**src/hdl/rrss_pkg.sv**
```systemverilog
package rrss_pkg;

	localparam int MAX_PROCS_DEF = 16;
	localparam int TW = 21;
	localparam int DW = 16;

	typedef enum logic [1:0] {
		OP_LOAD  = 2'd0,
		OP_STEP  = 2'd1,
		OP_CLEAR = 2'd2,
		OP_NONE  = 2'd3
	} op_t;

	typedef enum logic [2:0] {
		ST_SLICE    = 3'd0,
		ST_IDLETICK = 3'd1,
		ST_ALLDONE  = 3'd2,
		ST_LOADED   = 3'd3,
		ST_REJECTED = 3'd4,
		ST_CLEARED  = 3'd5
	} status_t;

	typedef enum logic [3:0] {
		S_IDLE,
		S_FETCH,
		S_CHECK,
		S_PASS,
		S_RUN,
		S_ADVT,
		S_TAT,
		S_WAIT,
		S_TICK
	} state_t;

	typedef struct packed {
		logic [DW-1:0] arrival;
		logic [DW-1:0] burst;
		logic [DW-1:0] remaining;
		logic [TW-1:0] response;
	} entry_t;

	typedef struct packed {
		status_t       status;
		logic [3:0]    index;
		logic [TW-1:0] start;
		logic [TW-1:0] stop;
		logic          fin;
		logic [TW-1:0] waiting;
		logic [TW-1:0] turnaround;
		logic [TW-1:0] response;
	} res_t;

	function automatic res_t mk_res(
		input status_t       status,
		input logic [3:0]    index,
		input logic [TW-1:0] start,
		input logic [TW-1:0] stop,
		input logic          fin,
		input logic [TW-1:0] waiting,
		input logic [TW-1:0] turnaround,
		input logic [TW-1:0] response
	);
		res_t r;
		r.status     = status;
		r.index      = index;
		r.start      = start;
		r.stop       = stop;
		r.fin        = fin;
		r.waiting    = waiting;
		r.turnaround = turnaround;
		r.response   = response;
		return r;
	endfunction

endpackage

```
**src/hdl/round_robin_slice_scheduler_top.sv**
```systemverilog
// round-robin slice scheduler: process entries (arrival, burst) are loaded into
// a table of MAX_PROCS entries, and each step item hands out one time slice
// of at most quantum units to the next ready entry in index order, an idle
// tick when a whole pass finds nobody ready, or all done. an item is taken
// when start is high and busy is low; exactly one result follows for load,
// step and clear (op three is ignored), shown for a single cycle under
// strobe, and the receiver cannot hold it off, so capture it on that cycle.
// load and clear answer at once: the result is registered and shows in the next cycle. a step
// walks the table one entry per cycle through a single shared
// add/subtract unit and one table read port: it fetches, checks entries in turn,
// runs the slice and advances time, then works out turnaround and waiting when
// the slice finishes the process; a pass wraps back to entry 0 at most once.
// an all-done step answers straight from idle. quantum is written
// through the cfg channel, always ready; write it only while busy is low
// and no result is pending. a quantum of zero acts as one.
module round_robin_slice_scheduler_top #(
	parameter int MAX_PROCS = rrss_pkg::MAX_PROCS_DEF
) (
	input  logic                    clk,
	input  logic                    arst_n,
	input  logic                    start,
	output logic                    busy,
	input  logic [1:0]              op,
	input  logic [rrss_pkg::DW-1:0] arrival_time,
	input  logic [rrss_pkg::DW-1:0] burst_time,
	input  logic                    cfg_valid,
	output logic                    cfg_ready,
	input  logic [rrss_pkg::DW-1:0] cfg_data,
	output logic                    strobe,
	output logic [2:0]              status,
	output logic [3:0]              process_index,
	output logic [rrss_pkg::TW-1:0] slice_start,
	output logic [rrss_pkg::TW-1:0] slice_end,
	output logic                    finished,
	output logic [rrss_pkg::TW-1:0] waiting_time,
	output logic [rrss_pkg::TW-1:0] turnaround_time,
	output logic [rrss_pkg::TW-1:0] response_time
);
	import rrss_pkg::*;

	// index into the table, and a pointer that can also hold the count itself
	localparam int IW = (MAX_PROCS > 1) ? $clog2(MAX_PROCS) : 1;
	localparam int PW = $clog2(MAX_PROCS + 1);

	// control state
	state_t               state_q, state_d;
	logic [DW-1:0]        quantum_q;
	logic [PW-1:0]        loaded_q;
	logic [PW-1:0]        completed_q;
	logic [TW-1:0]        time_q;
	logic [PW-1:0]        sptr_q;
	logic                 served_q;
	logic [MAX_PROCS-1:0] started_q;
	logic                 strobe_q;

	// scan and slice working registers
	logic [PW-1:0]        idx_q;
	logic [PW-1:0]        cidx_q;
	entry_t               rd_q;
	logic [TW-1:0]        resp_cand_q;
	logic [TW-1:0]        start_time_q;
	logic [DW-1:0]        run_q;
	logic [DW-1:0]        rem_q;
	logic [TW-1:0]        resp_q;
	logic [TW-1:0]        tat_q;
	res_t                 res_q;

	// the process table
	entry_t               mem [MAX_PROCS];

	// shared add/subtract unit
	logic [TW-1:0]        alu_a, alu_b;
	logic                 alu_sub;
	logic [TW:0]          alu_r;
	logic                 alu_c;

	logic                 hit;
	logic                 rd_en;
	logic                 wr_en;
	logic [IW-1:0]        wr_addr;
	entry_t               wr_data;
	logic [DW-1:0]        qeff;
	logic                 accept;
	logic                 all_done;
	logic                 load_rej;

	assign busy      = (state_q != S_IDLE);
	assign cfg_ready = 1'b1;
	assign accept    = start && !busy;
	assign all_done  = (completed_q >= loaded_q);
	assign load_rej  = (burst_time == '0) || (loaded_q >= PW'(MAX_PROCS));
	assign qeff      = (quantum_q == '0) ? DW'(1) : quantum_q;

	// a - b sets the top bit when a >= b; a + b for time advance
	assign alu_r = {1'b0, alu_a} + {1'b0, (alu_sub ? ~alu_b : alu_b)} + (TW+1)'(alu_sub);
	assign alu_c = alu_r[TW];

	// next state
	always_comb begin
		state_d = state_q;
		unique case (state_q)
			S_IDLE: begin
				if (accept && op_t'(op) == OP_STEP && !all_done) begin
					state_d = (sptr_q >= loaded_q) ? S_PASS : S_FETCH;
				end
			end
			S_FETCH: state_d = S_CHECK;
			S_CHECK: begin
				if (hit) begin
					state_d = S_RUN;
				end else if (idx_q >= loaded_q) begin
					state_d = S_PASS;
				end
			end
			// end of the table: restart from entry 0 once if this pass served someone
			S_PASS:  state_d = served_q ? S_FETCH : S_TICK;
			S_RUN:   state_d = S_ADVT;
			S_ADVT:  state_d = (rem_q == '0) ? S_TAT : S_IDLE;
			S_TAT:   state_d = S_WAIT;
			S_WAIT:  state_d = S_IDLE;
			S_TICK:  state_d = S_IDLE;
			default: state_d = S_IDLE;
		endcase
	end

	// alu operands, table read and write control
	always_comb begin
		alu_a   = '0;
		alu_b   = '0;
		alu_sub = 1'b1;
		hit     = 1'b0;
		rd_en   = 1'b0;
		wr_en   = 1'b0;
		wr_addr = loaded_q[IW-1:0];
		wr_data = '{arrival: arrival_time, burst: burst_time, remaining: burst_time,
			response: '0};
		unique case (state_q)
			S_IDLE: begin
				wr_en = accept && op_t'(op) == OP_LOAD && !load_rej;
			end
			S_FETCH: begin
				rd_en = 1'b1;
			end
			S_CHECK: begin
				// ready: arrived by now and burst not used up
				alu_a = time_q;
				alu_b = TW'(rd_q.arrival);
				hit   = alu_c && (rd_q.remaining != '0);
				rd_en = !hit;
			end
			S_RUN: begin
				// remaining - quantum: carry picks the slice length
				alu_a   = TW'(rd_q.remaining);
				alu_b   = TW'(qeff);
				wr_en   = 1'b1;
				wr_addr = cidx_q[IW-1:0];
				wr_data.arrival   = rd_q.arrival;
				wr_data.burst     = rd_q.burst;
				wr_data.remaining = alu_c ? alu_r[DW-1:0] : '0;
				wr_data.response  = started_q[cidx_q[IW-1:0]] ? rd_q.response : resp_cand_q;
			end
			S_ADVT: begin
				alu_a   = time_q;
				alu_b   = TW'(run_q);
				alu_sub = 1'b0;
			end
			S_TAT: begin
				alu_a = time_q;
				alu_b = TW'(rd_q.arrival);
			end
			S_WAIT: begin
				alu_a = tat_q;
				alu_b = TW'(rd_q.burst);
			end
			S_TICK: begin
				alu_a   = time_q;
				alu_b   = TW'(1);
				alu_sub = 1'b0;
			end
			default: begin
				alu_sub = 1'b1;
			end
		endcase
	end

	// table: one write and one registered read per cycle
	always_ff @(posedge clk) begin
		if (wr_en) begin
			mem[wr_addr] <= wr_data;
		end
		if (rd_en) begin
			rd_q <= mem[idx_q[IW-1:0]];
		end
	end

	// control state
	always_ff @(posedge clk or negedge arst_n) begin
		if (!arst_n) begin
			state_q     <= S_IDLE;
			quantum_q   <= DW'(1);
			loaded_q    <= '0;
			completed_q <= '0;
			time_q      <= '0;
			sptr_q      <= '0;
			served_q    <= 1'b0;
			started_q   <= '0;
			strobe_q    <= 1'b0;
			idx_q       <= '0;
			cidx_q      <= '0;
		end else begin
			state_q  <= state_d;
			strobe_q <= 1'b0;
			if (cfg_valid && cfg_ready) begin
				quantum_q <= cfg_data;
			end
			unique case (state_q)
				S_IDLE: begin
					if (accept) begin
						unique case (op_t'(op))
							OP_LOAD: begin
								strobe_q <= 1'b1;
								if (!load_rej) begin
									started_q[loaded_q[IW-1:0]] <= 1'b0;
									loaded_q                    <= loaded_q + 1'b1;
								end
							end
							OP_STEP: begin
								strobe_q <= all_done;
								idx_q    <= sptr_q;
							end
							OP_CLEAR: begin
								strobe_q    <= 1'b1;
								loaded_q    <= '0;
								completed_q <= '0;
								time_q      <= '0;
								sptr_q      <= '0;
								served_q    <= 1'b0;
								started_q   <= '0;
							end
							OP_NONE: begin
								strobe_q <= 1'b0;
							end
							default: begin
								strobe_q <= 1'b0;
							end
						endcase
					end
				end
				S_FETCH: begin
					cidx_q <= idx_q;
					idx_q  <= idx_q + 1'b1;
				end
				S_CHECK: begin
					if (!hit && idx_q < loaded_q) begin
						cidx_q <= idx_q;
						idx_q  <= idx_q + 1'b1;
					end
				end
				S_PASS: begin
					if (served_q) begin
						served_q <= 1'b0;
						sptr_q   <= '0;
						idx_q    <= '0;
					end
				end
				S_RUN: begin
					started_q[cidx_q[IW-1:0]] <= 1'b1;
					sptr_q                    <= cidx_q + 1'b1;
					served_q                  <= 1'b1;
				end
				S_ADVT: begin
					time_q   <= alu_r[TW-1:0];
					strobe_q <= (rem_q != '0);
				end
				S_TAT: begin
					strobe_q <= 1'b0;
				end
				S_WAIT: begin
					strobe_q    <= 1'b1;
					completed_q <= completed_q + 1'b1;
				end
				S_TICK: begin
					strobe_q <= 1'b1;
					time_q   <= alu_r[TW-1:0];
					sptr_q   <= '0;
					served_q <= 1'b0;
				end
				default: begin
					strobe_q <= 1'b0;
				end
			endcase
		end
	end

	// slice datapath and result register
	always_ff @(posedge clk) begin
		unique case (state_q)
			S_IDLE: begin
				if (accept && op_t'(op) == OP_LOAD) begin
					if (load_rej) begin
						res_q <= mk_res(ST_REJECTED, '0, '0, '0, 1'b0, '0, '0, '0);
					end else begin
						res_q <= mk_res(ST_LOADED, 4'(loaded_q), '0, '0, 1'b0, '0, '0, '0);
					end
				end else if (accept && op_t'(op) == OP_STEP) begin
					res_q <= mk_res(ST_ALLDONE, '0, time_q, time_q, 1'b0, '0, '0, '0);
				end else if (accept && op_t'(op) == OP_CLEAR) begin
					res_q <= mk_res(ST_CLEARED, '0, '0, '0, 1'b0, '0, '0, '0);
				end
			end
			S_CHECK: begin
				if (hit) begin
					resp_cand_q  <= alu_r[TW-1:0];
					start_time_q <= time_q;
				end
			end
			S_RUN: begin
				run_q  <= alu_c ? qeff : rd_q.remaining;
				rem_q  <= wr_data.remaining;
				resp_q <= wr_data.response;
			end
			S_ADVT: begin
				res_q <= mk_res(ST_SLICE, 4'(cidx_q), start_time_q, alu_r[TW-1:0], 1'b0,
					'0, '0, resp_q);
			end
			S_TAT: begin
				tat_q <= alu_r[TW-1:0];
			end
			S_WAIT: begin
				res_q <= mk_res(ST_SLICE, 4'(cidx_q), start_time_q, time_q, 1'b1,
					alu_r[TW-1:0], tat_q, resp_q);
			end
			S_TICK: begin
				res_q <= mk_res(ST_IDLETICK, '0, time_q, alu_r[TW-1:0], 1'b0, '0, '0, '0);
			end
			default: begin
				tat_q <= tat_q;
			end
		endcase
	end

	assign strobe          = strobe_q;
	assign status          = res_q.status;
	assign process_index   = res_q.index;
	assign slice_start     = res_q.start;
	assign slice_end       = res_q.stop;
	assign finished        = res_q.fin;
	assign waiting_time    = res_q.waiting;
	assign turnaround_time = res_q.turnaround;
	assign response_time   = res_q.response;

`ifndef SYNTH
	// a result only goes out as the sequencer returns to idle
	a_strobe_idle: assert property (@(posedge clk) disable iff (!arst_n)
		strobe_q |-> state_q == S_IDLE)
		else $error("result strobe while sequencer busy");

	// never more completions than loaded entries
	a_completed: assert property (@(posedge clk) disable iff (!arst_n)
		completed_q <= loaded_q)
		else $error("completed count above loaded count");

	// the resume point never runs past the table fill
	a_sptr: assert property (@(posedge clk) disable iff (!arst_n)
		sptr_q <= loaded_q)
		else $error("scan pointer beyond loaded entries");

	// a slice always moves time forward
	a_slice_len: assert property (@(posedge clk) disable iff (!arst_n)
		(strobe_q && res_q.status == ST_SLICE) |-> res_q.stop != res_q.start)
		else $error("empty slice reported");

	// a hit always leads to a write back of that entry
	a_hit_write: assert property (@(posedge clk) disable iff (!arst_n)
		(state_q == S_CHECK && hit) |=> (state_q == S_RUN && wr_en))
		else $error("ready entry not written back");
`endif

endmodule
```
**config.mk**
```make
export PLATFORM = sky130hd
export DESIGN_NAME = round_robin_slice_scheduler_top
export DESIGN_NICKNAME = d
export VERILOG_FILES = /design/src/hdl/rrss_pkg.sv /design/src/hdl/round_robin_slice_scheduler_top.sv
export SDC_FILE = /design/constraint.sdc
export NUM_CORES = 2
export LEC_CHECK = 0
export ABC_CLOCK_PERIOD_IN_PS = 8590
export BUFFER_PORTS_ARGS = -buffer_cell sky130_fd_sc_hd__buf_2
export CORE_ASPECT_RATIO = 1.25
export CORE_MARGIN = 4
export CORE_UTILIZATION = 32
export DETAILED_ROUTE_END_ITERATION = 6
export SLEW_MARGIN = 25
export SYNTH_ARGS = -nofsm -noshare
export SYNTH_HDL_FRONTEND = slang
export SYNTH_SLANG_ARGS = --single-unit
```
**constraint.sdc**
```tcl
create_clock -name clk -period 8.59 [get_ports clk]
set_input_delay 0.4295 -clock clk [delete_from_list [all_inputs] [get_ports clk]]
set_output_delay 0.4295 -clock clk [all_outputs]
set_load 0.02 [all_outputs]
```
# Word-level counts from Yosys, hierarchy flattened
# Memory sizes are Yosys's and may differ from the RTL's. A register that Yosys moved wholly into a read port is not among the register bits.
# Cells that the tools add are included.
# word_totals
reg_bits	313
mem_bits_rw	1104
inputBits	54
out_inout_bits	116
elab_cells	176
memories	1
# memory_table
name	depth	width	read_ports	rd_ports_with_merged_regs	wr	line	text
mem	16	69	1	1	1	round_robin_slice_scheduler_top.sv:69	entry_t mem [MAX_PROCS];
# op_classes
addsub	6
magnitude_cmp	9
n_eq_ne	22
mux	59
bitwise_logic	4
n_reduce_logical	50
# op_table
op	count
2-to-1 mux 113 bit	4
case mux 113 bit (4 select lines)	1
2-to-1 mux 21 bit	4
2-to-1 mux 16 bit	5
case mux 16 bit (5 select lines)	1
2-to-1 mux 69 bit	1
case mux 16 bit (2 select lines)	2
case mux 21 bit (3 select lines)	1
logical NOT 16 bit	3
case mux 21 bit (2 select lines)	1
2-to-1 mux 5 bit	8
case mux 5 bit (4 select lines)	2
nonzero test 16 bit	2
case mux 5 bit (2 select lines)	3
case mux 4 bit (7 select lines)	1
adder 21 x 21 -> 22 bit	1
adder 22 x 1 -> 22 bit	1
inverter 21 bit	1
adder 5 x 1 -> 5 bit (second input constant)	4
2-to-1 mux 4 bit	5
bitwise AND 16 bit	1
equality test 4 x 3 -> 1 bit (second input constant)	4
inverter 16 bit	1
OR 16 bit	1
34 further kinds	92

# Longest topological paths before layout
# depth
word_depth	13
mapped_depth	20

# Worst setup path after synthesis
# OpenSTA, ideal clock, no wires.
# synth_path
path_kind	register to register
startpoint	reg state_q[1]
endpoint	reg, netlist name rd_q[0]
arrival_time_ns	7.054
required_ns	8.071
path_slack_ns	1.018
path_stages_with_launch	20
n_path_buf	5
period_less_slack_ns	7.572
cell_sequence	dfrtp_1 > buf_2 > nor2_1 > nand2_1 > inv_1 > clkbuf_1 > clkbuf_1 > a222oi_1 > a22o_1 > ha_1 > clkbuf_1 > a21o_1 > o21bai_1 > nand4_1 > a31o_2 > o21ai_0 > a21oi_4 > buf_2 > o21ai_0 > a21oi_1
# synth_between
elab_chain_cells	10
elab_cells_between_ends	20
classes_between	add/sub: 2; eq/ne: 7; mux: 5; bitwise: 1; reduce/logical: 5
# synth_lines
element	line	text
from (decl)	round_robin_slice_scheduler_top.sv:46	state_t state_q, state_d;
from (signal assigned)	round_robin_slice_scheduler_top.sv:211	state_q <= state_d;
equality test 4 x 2 -> 1 bit or equality test 4 x 3 -> 1 bit (tied branches)	round_robin_slice_scheduler_top.sv:137	unique case (state_q)
OR reduction 2 bit (no source line)	n/a	
case mux 16 bit (5 select lines)	round_robin_slice_scheduler_top.sv:137	
inverter 21 bit	round_robin_slice_scheduler_top.sv:95	assign alu_r = {1'b0, alu_a} + {1'b0, (alu_sub ? ~alu_b : alu_b)} + (TW+1)'(alu_sub);
2-to-1 mux 21 bit	round_robin_slice_scheduler_top.sv:95	
adder 21 x 21 -> 22 bit	round_robin_slice_scheduler_top.sv:95	
adder 22 x 1 -> 22 bit	round_robin_slice_scheduler_top.sv:95	
logical AND 1 bit	round_robin_slice_scheduler_top.sv:148	hit = alu_c && (rd_q.remaining != '0);
logical NOT 1 bit	round_robin_slice_scheduler_top.sv:149	rd_en = !hit;
case mux 1 bit (2 select lines) *	round_robin_slice_scheduler_top.sv:137	
net rd_en	round_robin_slice_scheduler_top.sv:78	logic rd_en;
# Mark *: on every way through the listed nets, which the timed path passes. The rest lies on a longest branch.
# A chain may end at the register's enable or synchronous reset.

==> out/qor.log <==
qor: floorplanning.core-area 184000 um^2
qor: placed_design.dp_hpwl 95600 um
qor: sta.final-setup-viol-count 0
qor: critical_path.critPathMaxStageDelay 0.84 ns
qor: floorplanning.dieArea 192000 um^2
qor: critical_path.worstSetupPathType flip-flop to flip-flop
qor: sta.maxSlewHeadroom 24.5%
qor: outcome.failed_checks design-rule violations
qor: grt.grtUsageTotal 16.8%
qor: critical_path.arrival_time_of_the_worst_setup_path 7.23 ns
qor: clocking.clock_latency 0.77 ns
qor: clocking.clk_pin_slew_worst_paths 0.06 ns
qor: critical_path.critical-path-slowest-cell inv_1
qor: critical_path.path_max_fanout 27
qor: sta.timing.final.hold_violations 0
qor: yosys.postSynthCellCount 3423
qor: clocking.cts.sink_count 1486
qor: floorplanning.pin_count 170
qor: grt.grt_max_degree 114
qor: placed_design.placed_cells 5887
qor: layout.nFillCells 17000
qor: sta.rsz_0062_raised_after_global_routing false
qor: routing.detail_route.wirelength 164000 um
qor: sta.finalWorstPathRequiredPeriod 6.64 ns
qor: sta.totalNegativeSetupSlack 0 ns
qor: yosys.yosys.cell_types.count 75
qor: yosys.synth_edf_count 1402
qor: floorplanning.num_rows 176
qor: critical_path.cpMostUsedCell buf_4
qor: yosys.synth.top_cells.by_area edfxtp_1 (71%), mux4_2 (5.4%), mux2i_1 (3.9%), dfrtp_1 (3.5%), mux2_2 (2.0%)
qor: clocking.clock_tree.buffer_depth 3
qor: critical_path.setup.worst_path.start state_q[2]
qor: critical_path.worst_setup_path_end_kind flip-flop
qor: placed_design.globalplace.congestion 0.942
qor: placed_design.port_buffers 168
qor: yosys.asyncSetResetFlopFracSynth 5.65%
qor: clocking.tritoncts built
qor: flow_run.maxCapViolCount 0
qor: yosys.ys_dominant_reg_cell edfxtp_1
qor: yosys.synth.yosys.seq_area_share 74.6%
qor: sta.layout_worst_path_cycle_share 77.3%
qor: critical_path.reg2reg_slack 1.95 ns
qor: grt.grt_pass1_wl 235000 um
qor: sta.fin_worst_skew 0.0228 ns
qor: layout.area_growth_syn_to_fin 14.3%
qor: critical_path.reg2reg_to mem[7][26]
qor: layout.multi_input_logic_area 14400 um^2
qor: sta.achievable-frequency 151 MHz
qor: power_and_ir_drop.cellPowerDensity 352 nW/um^2
qor: yosys.synthesis.area 59300 um^2
qor: yosys.syn_nets 3524
qor: critical_path.cp-start-kind flip-flop
qor: critical_path.worstRegToRegCells 18
qor: yosys.number_of_synthesized_register_bits 1486
qor: critical_path.critical_path.endpoint mem[7][26]
qor: clocking.cts.htree.levels 4
qor: routing.top_layer met5
qor: routing.met3_wire_length 10700 um
qor: layout.post_route_cells_drive_above_1_share 20.0%
qor: sta.tightestPinTransition 1.12 ns
qor: yosys.synth.largest_area_cell edfxtp_1
qor: routing.post-route-drc-count 5
qor: sta.finalMaxSlewViolations 0
qor: power_and_ir_drop.static_power_due_to_leakage 22.7 nW
qor: layout.stdcell_count 6148
qor: floorplanning.die_x 393 um
qor: routing.route.detailed.wl_per_inst 26.7 um
qor: grt.grt_overflow_total 0
qor: yosys.postSynthAreaPerCell 17.3 um^2
qor: floorplanning.die_span_y 489 um
qor: routing.dr_total_vias 32900
qor: yosys.ys_warn_count 0
qor: yosys.synth_top_area_share 71.0%
qor: floorplanning.floorplan.initialDensity 32.2%
qor: worst_hold_path.hold_class input port to asynchronous set/reset pin
qor: outcome.status finished, violations left
qor: grt.grt_pass1_vias 32500
qor: routing.dr.first_iter.drc_count 3516
qor: power_and_ir_drop.peakVddDrop 0.000281 V
qor: clocking.total_clock_buffers_created_by_cts 137
qor: critical_path.worstPathRequired 9.19 ns
qor: critical_path.timing.critical_path.cells inv_2 -> nor2_1 -> nand3_2 -> inv_1 -> buf_4 -> a222oi_1 -> a22o_1 -> ha_1 -> nand2_1 -> o21bai_1 -> nand4_1 -> a31o_2 -> o21ai_0 -> a21oi_4 -> buf_4 -> nand2b_1 -> o21ai_0 -> buf_4
qor: clocking.postCtsResizedCells 0
qor: routing.total_iterations_of_the_first_detailed_routing_run 7
qor: routing.detail_routed_via_count_per_cell 5.35
qor: routing.met1_length 68400 um
qor: routing.detail-route-antenna-nets 0
qor: routing.met2_wirelength 80600 um
qor: layout.register_area 44200 um^2
qor: layout.design.final.nets 3732
qor: critical_path.timing.rr.start state_q[2]
qor: grt.antenna_found_initial 17
qor: clocking.clk_root_buffer_cell clkbuf_16
-- metal layers --
metal	vias to the layer above	track usage, %
met3	231	2.52
met5	-	0
met2	1261	28.3
li1	14100	-
met1	17300	22.6
met4	10	4.77
-- power breakdown --
part | leakage, nW | switching, mW | internal, mW | total (mW)
Combinational | 6.67 | 5.00 | 2.53 | 7.53
Sequential | 13.9 | 0.805 | 9.61 | 10.4
Clock | 2.11 | 2.64 | 3.30 | 5.94
-- worst min-delay path by stage --
| stage | end | slack (ns) | start |
|---|---|---|---|
| 3_3_place_gp | started_q[7] | 0.30 | arst_n |
| 5_1_grt | started_q[13] | 0.07 | arst_n |
| 4_1_cts | started_q[7] | 0.03 | arst_n |
| 2_1_floorplan | cidx_q[0] | 0.13 | arst_n |
| 3_5_place_dp | started_q[15] | 0.30 | arst_n |
| 6_report | started_q[14] | 0.08 | arst_n |
-- cell usage after synthesis (all sizes together), types with 8 or more instances --
cell,instances
nand4,8
buf,54
nand2,244
nor3,17
xnor2,16
ha,46
a221oi,70
a22o,58
xor2,9
a22oi,70
nor2,95
mux4,143
nor4,18
dfrtp,83
nand3,13
clkbuf,132
mux2i,231
a222oi,15
a21o,32
a221o,16
inv,38
a21oi,120
o21ai,228
nand2b,9
edfxtp,1402
and2,51
mux2,108
-- worst max-delay path, delay by kind of cell, from the launching register on --
kind                     cells  cell delay, ns
adder cells (fa/ha/maj)      1            0.41
buffers and inverters        5            1.96
AO/OA/AOI/OAI                7            1.79
flip-flops                   1            0.72
AND/OR/NAND/NOR              5            1.54
-- cell usage in the layout (no fill, tap or decap), types with 12 or more instances in the layout --
| master | netlist | routed |
|---|---|---|
| a221o_1 | 16 | 16 |
| a22oi_1 | 70 | 70 |
| a21o_1 | 32 | 32 |
| clkinv_1 | 0 | 25 |
| xnor2_1 | 16 | 15 |
| nand2_1 | 244 | 241 |
| mux2_2 | 105 | 105 |
| nor4_1 | 18 | 18 |
| nand3_1 | 12 | 12 |
| a221oi_1 | 70 | 70 |
| o21ai_0 | 227 | 227 |
| buf_2 | 6 | 167 |
| mux4_2 | 143 | 143 |
| nor2_1 | 95 | 70 |
| a222oi_1 | 15 | 15 |
| clkinv_2 | 0 | 27 |
| ha_1 | 46 | 46 |
| and2_1 | 51 | 50 |
| nor2_4 | 0 | 17 |
| inv_1 | 37 | 36 |
| clkbuf_1 | 132 | 25 |
| a22o_1 | 58 | 58 |
| edfxtp_1 | 1402 | 1402 |
| clkbuf_16 | 0 | 143 |
| nor3_1 | 17 | 14 |
| mux2i_1 | 231 | 231 |
| buf_4 | 1 | 70 |
| a21oi_1 | 118 | 117 |
| dfrtp_1 | 83 | 79 |
-- through the flow --
step / setup slack (ns) / power (mW) / instance area, um^2 / utilization (%) / hold WS, ns
3_3_place_gp: 2.29 / 18.0 / 63300 / 34.4 / 0.303
2_1_floorplan: 1.02 / 15.0 / 59300 / - / 0.134
3_5_place_dp: 2.11 / 18.1 / 63300 / 34.4 / 0.305
6_report: 1.95 / 23.9 / 67800 / 36.8 / 0.0810
4_1_cts: 2.08 / 24.0 / 67700 / 36.8 / 0.0280
5_1_grt: 1.56 / 24.9 / 67800 / 36.8 / 0.0731
-- state kept, by name (all words and copies together), names as in the netlist, 21 cells and up --
register	count
resp_q	21
slice_end	21
mem	1104
rd_q	69
resp_cand_q	21
tat_q	21
response_time	21
start_time_q	21
turnaround_time	21
slice_start	21
time_q	21
waiting_time	21
-- repair_timing --
action                    CTS  global route
hold buffers                8             0
setup buffers               0             0
hold endpoints to repair   23             0
-- logic make-up (layout without fill, tap and decap cells) --
kind of cell | count (synthesis) | after routing | share of synthesized area [%]
flip-flops | 1486 | 1486 | 74.6
AO/OA/AOI/OAI | 669 | 669 | 7.49
AND/OR/NAND/NOR | 489 | 489 | 3.73
multiplexers | 482 | 482 | 11.4
buffers and inverters | 224 | 540 | 1.44
adder cells (fa/ha/maj) | 47 | 47 | 1.00
XOR/XNOR | 25 | 25 | 0.369
other | 1 | 7 | 0.00633
-- final cells by class --
type                       count  area share (%)
sequential                  1486            65.3
multi-input combinational   1713            21.3
clock buffer                 172            5.50
tap                         2403            4.44
timing repair buffer         255            2.38
clock inverter                75           0.883
inverter                      38           0.218
antenna                        6          0.0222
(Power assumes the default switching activity.)
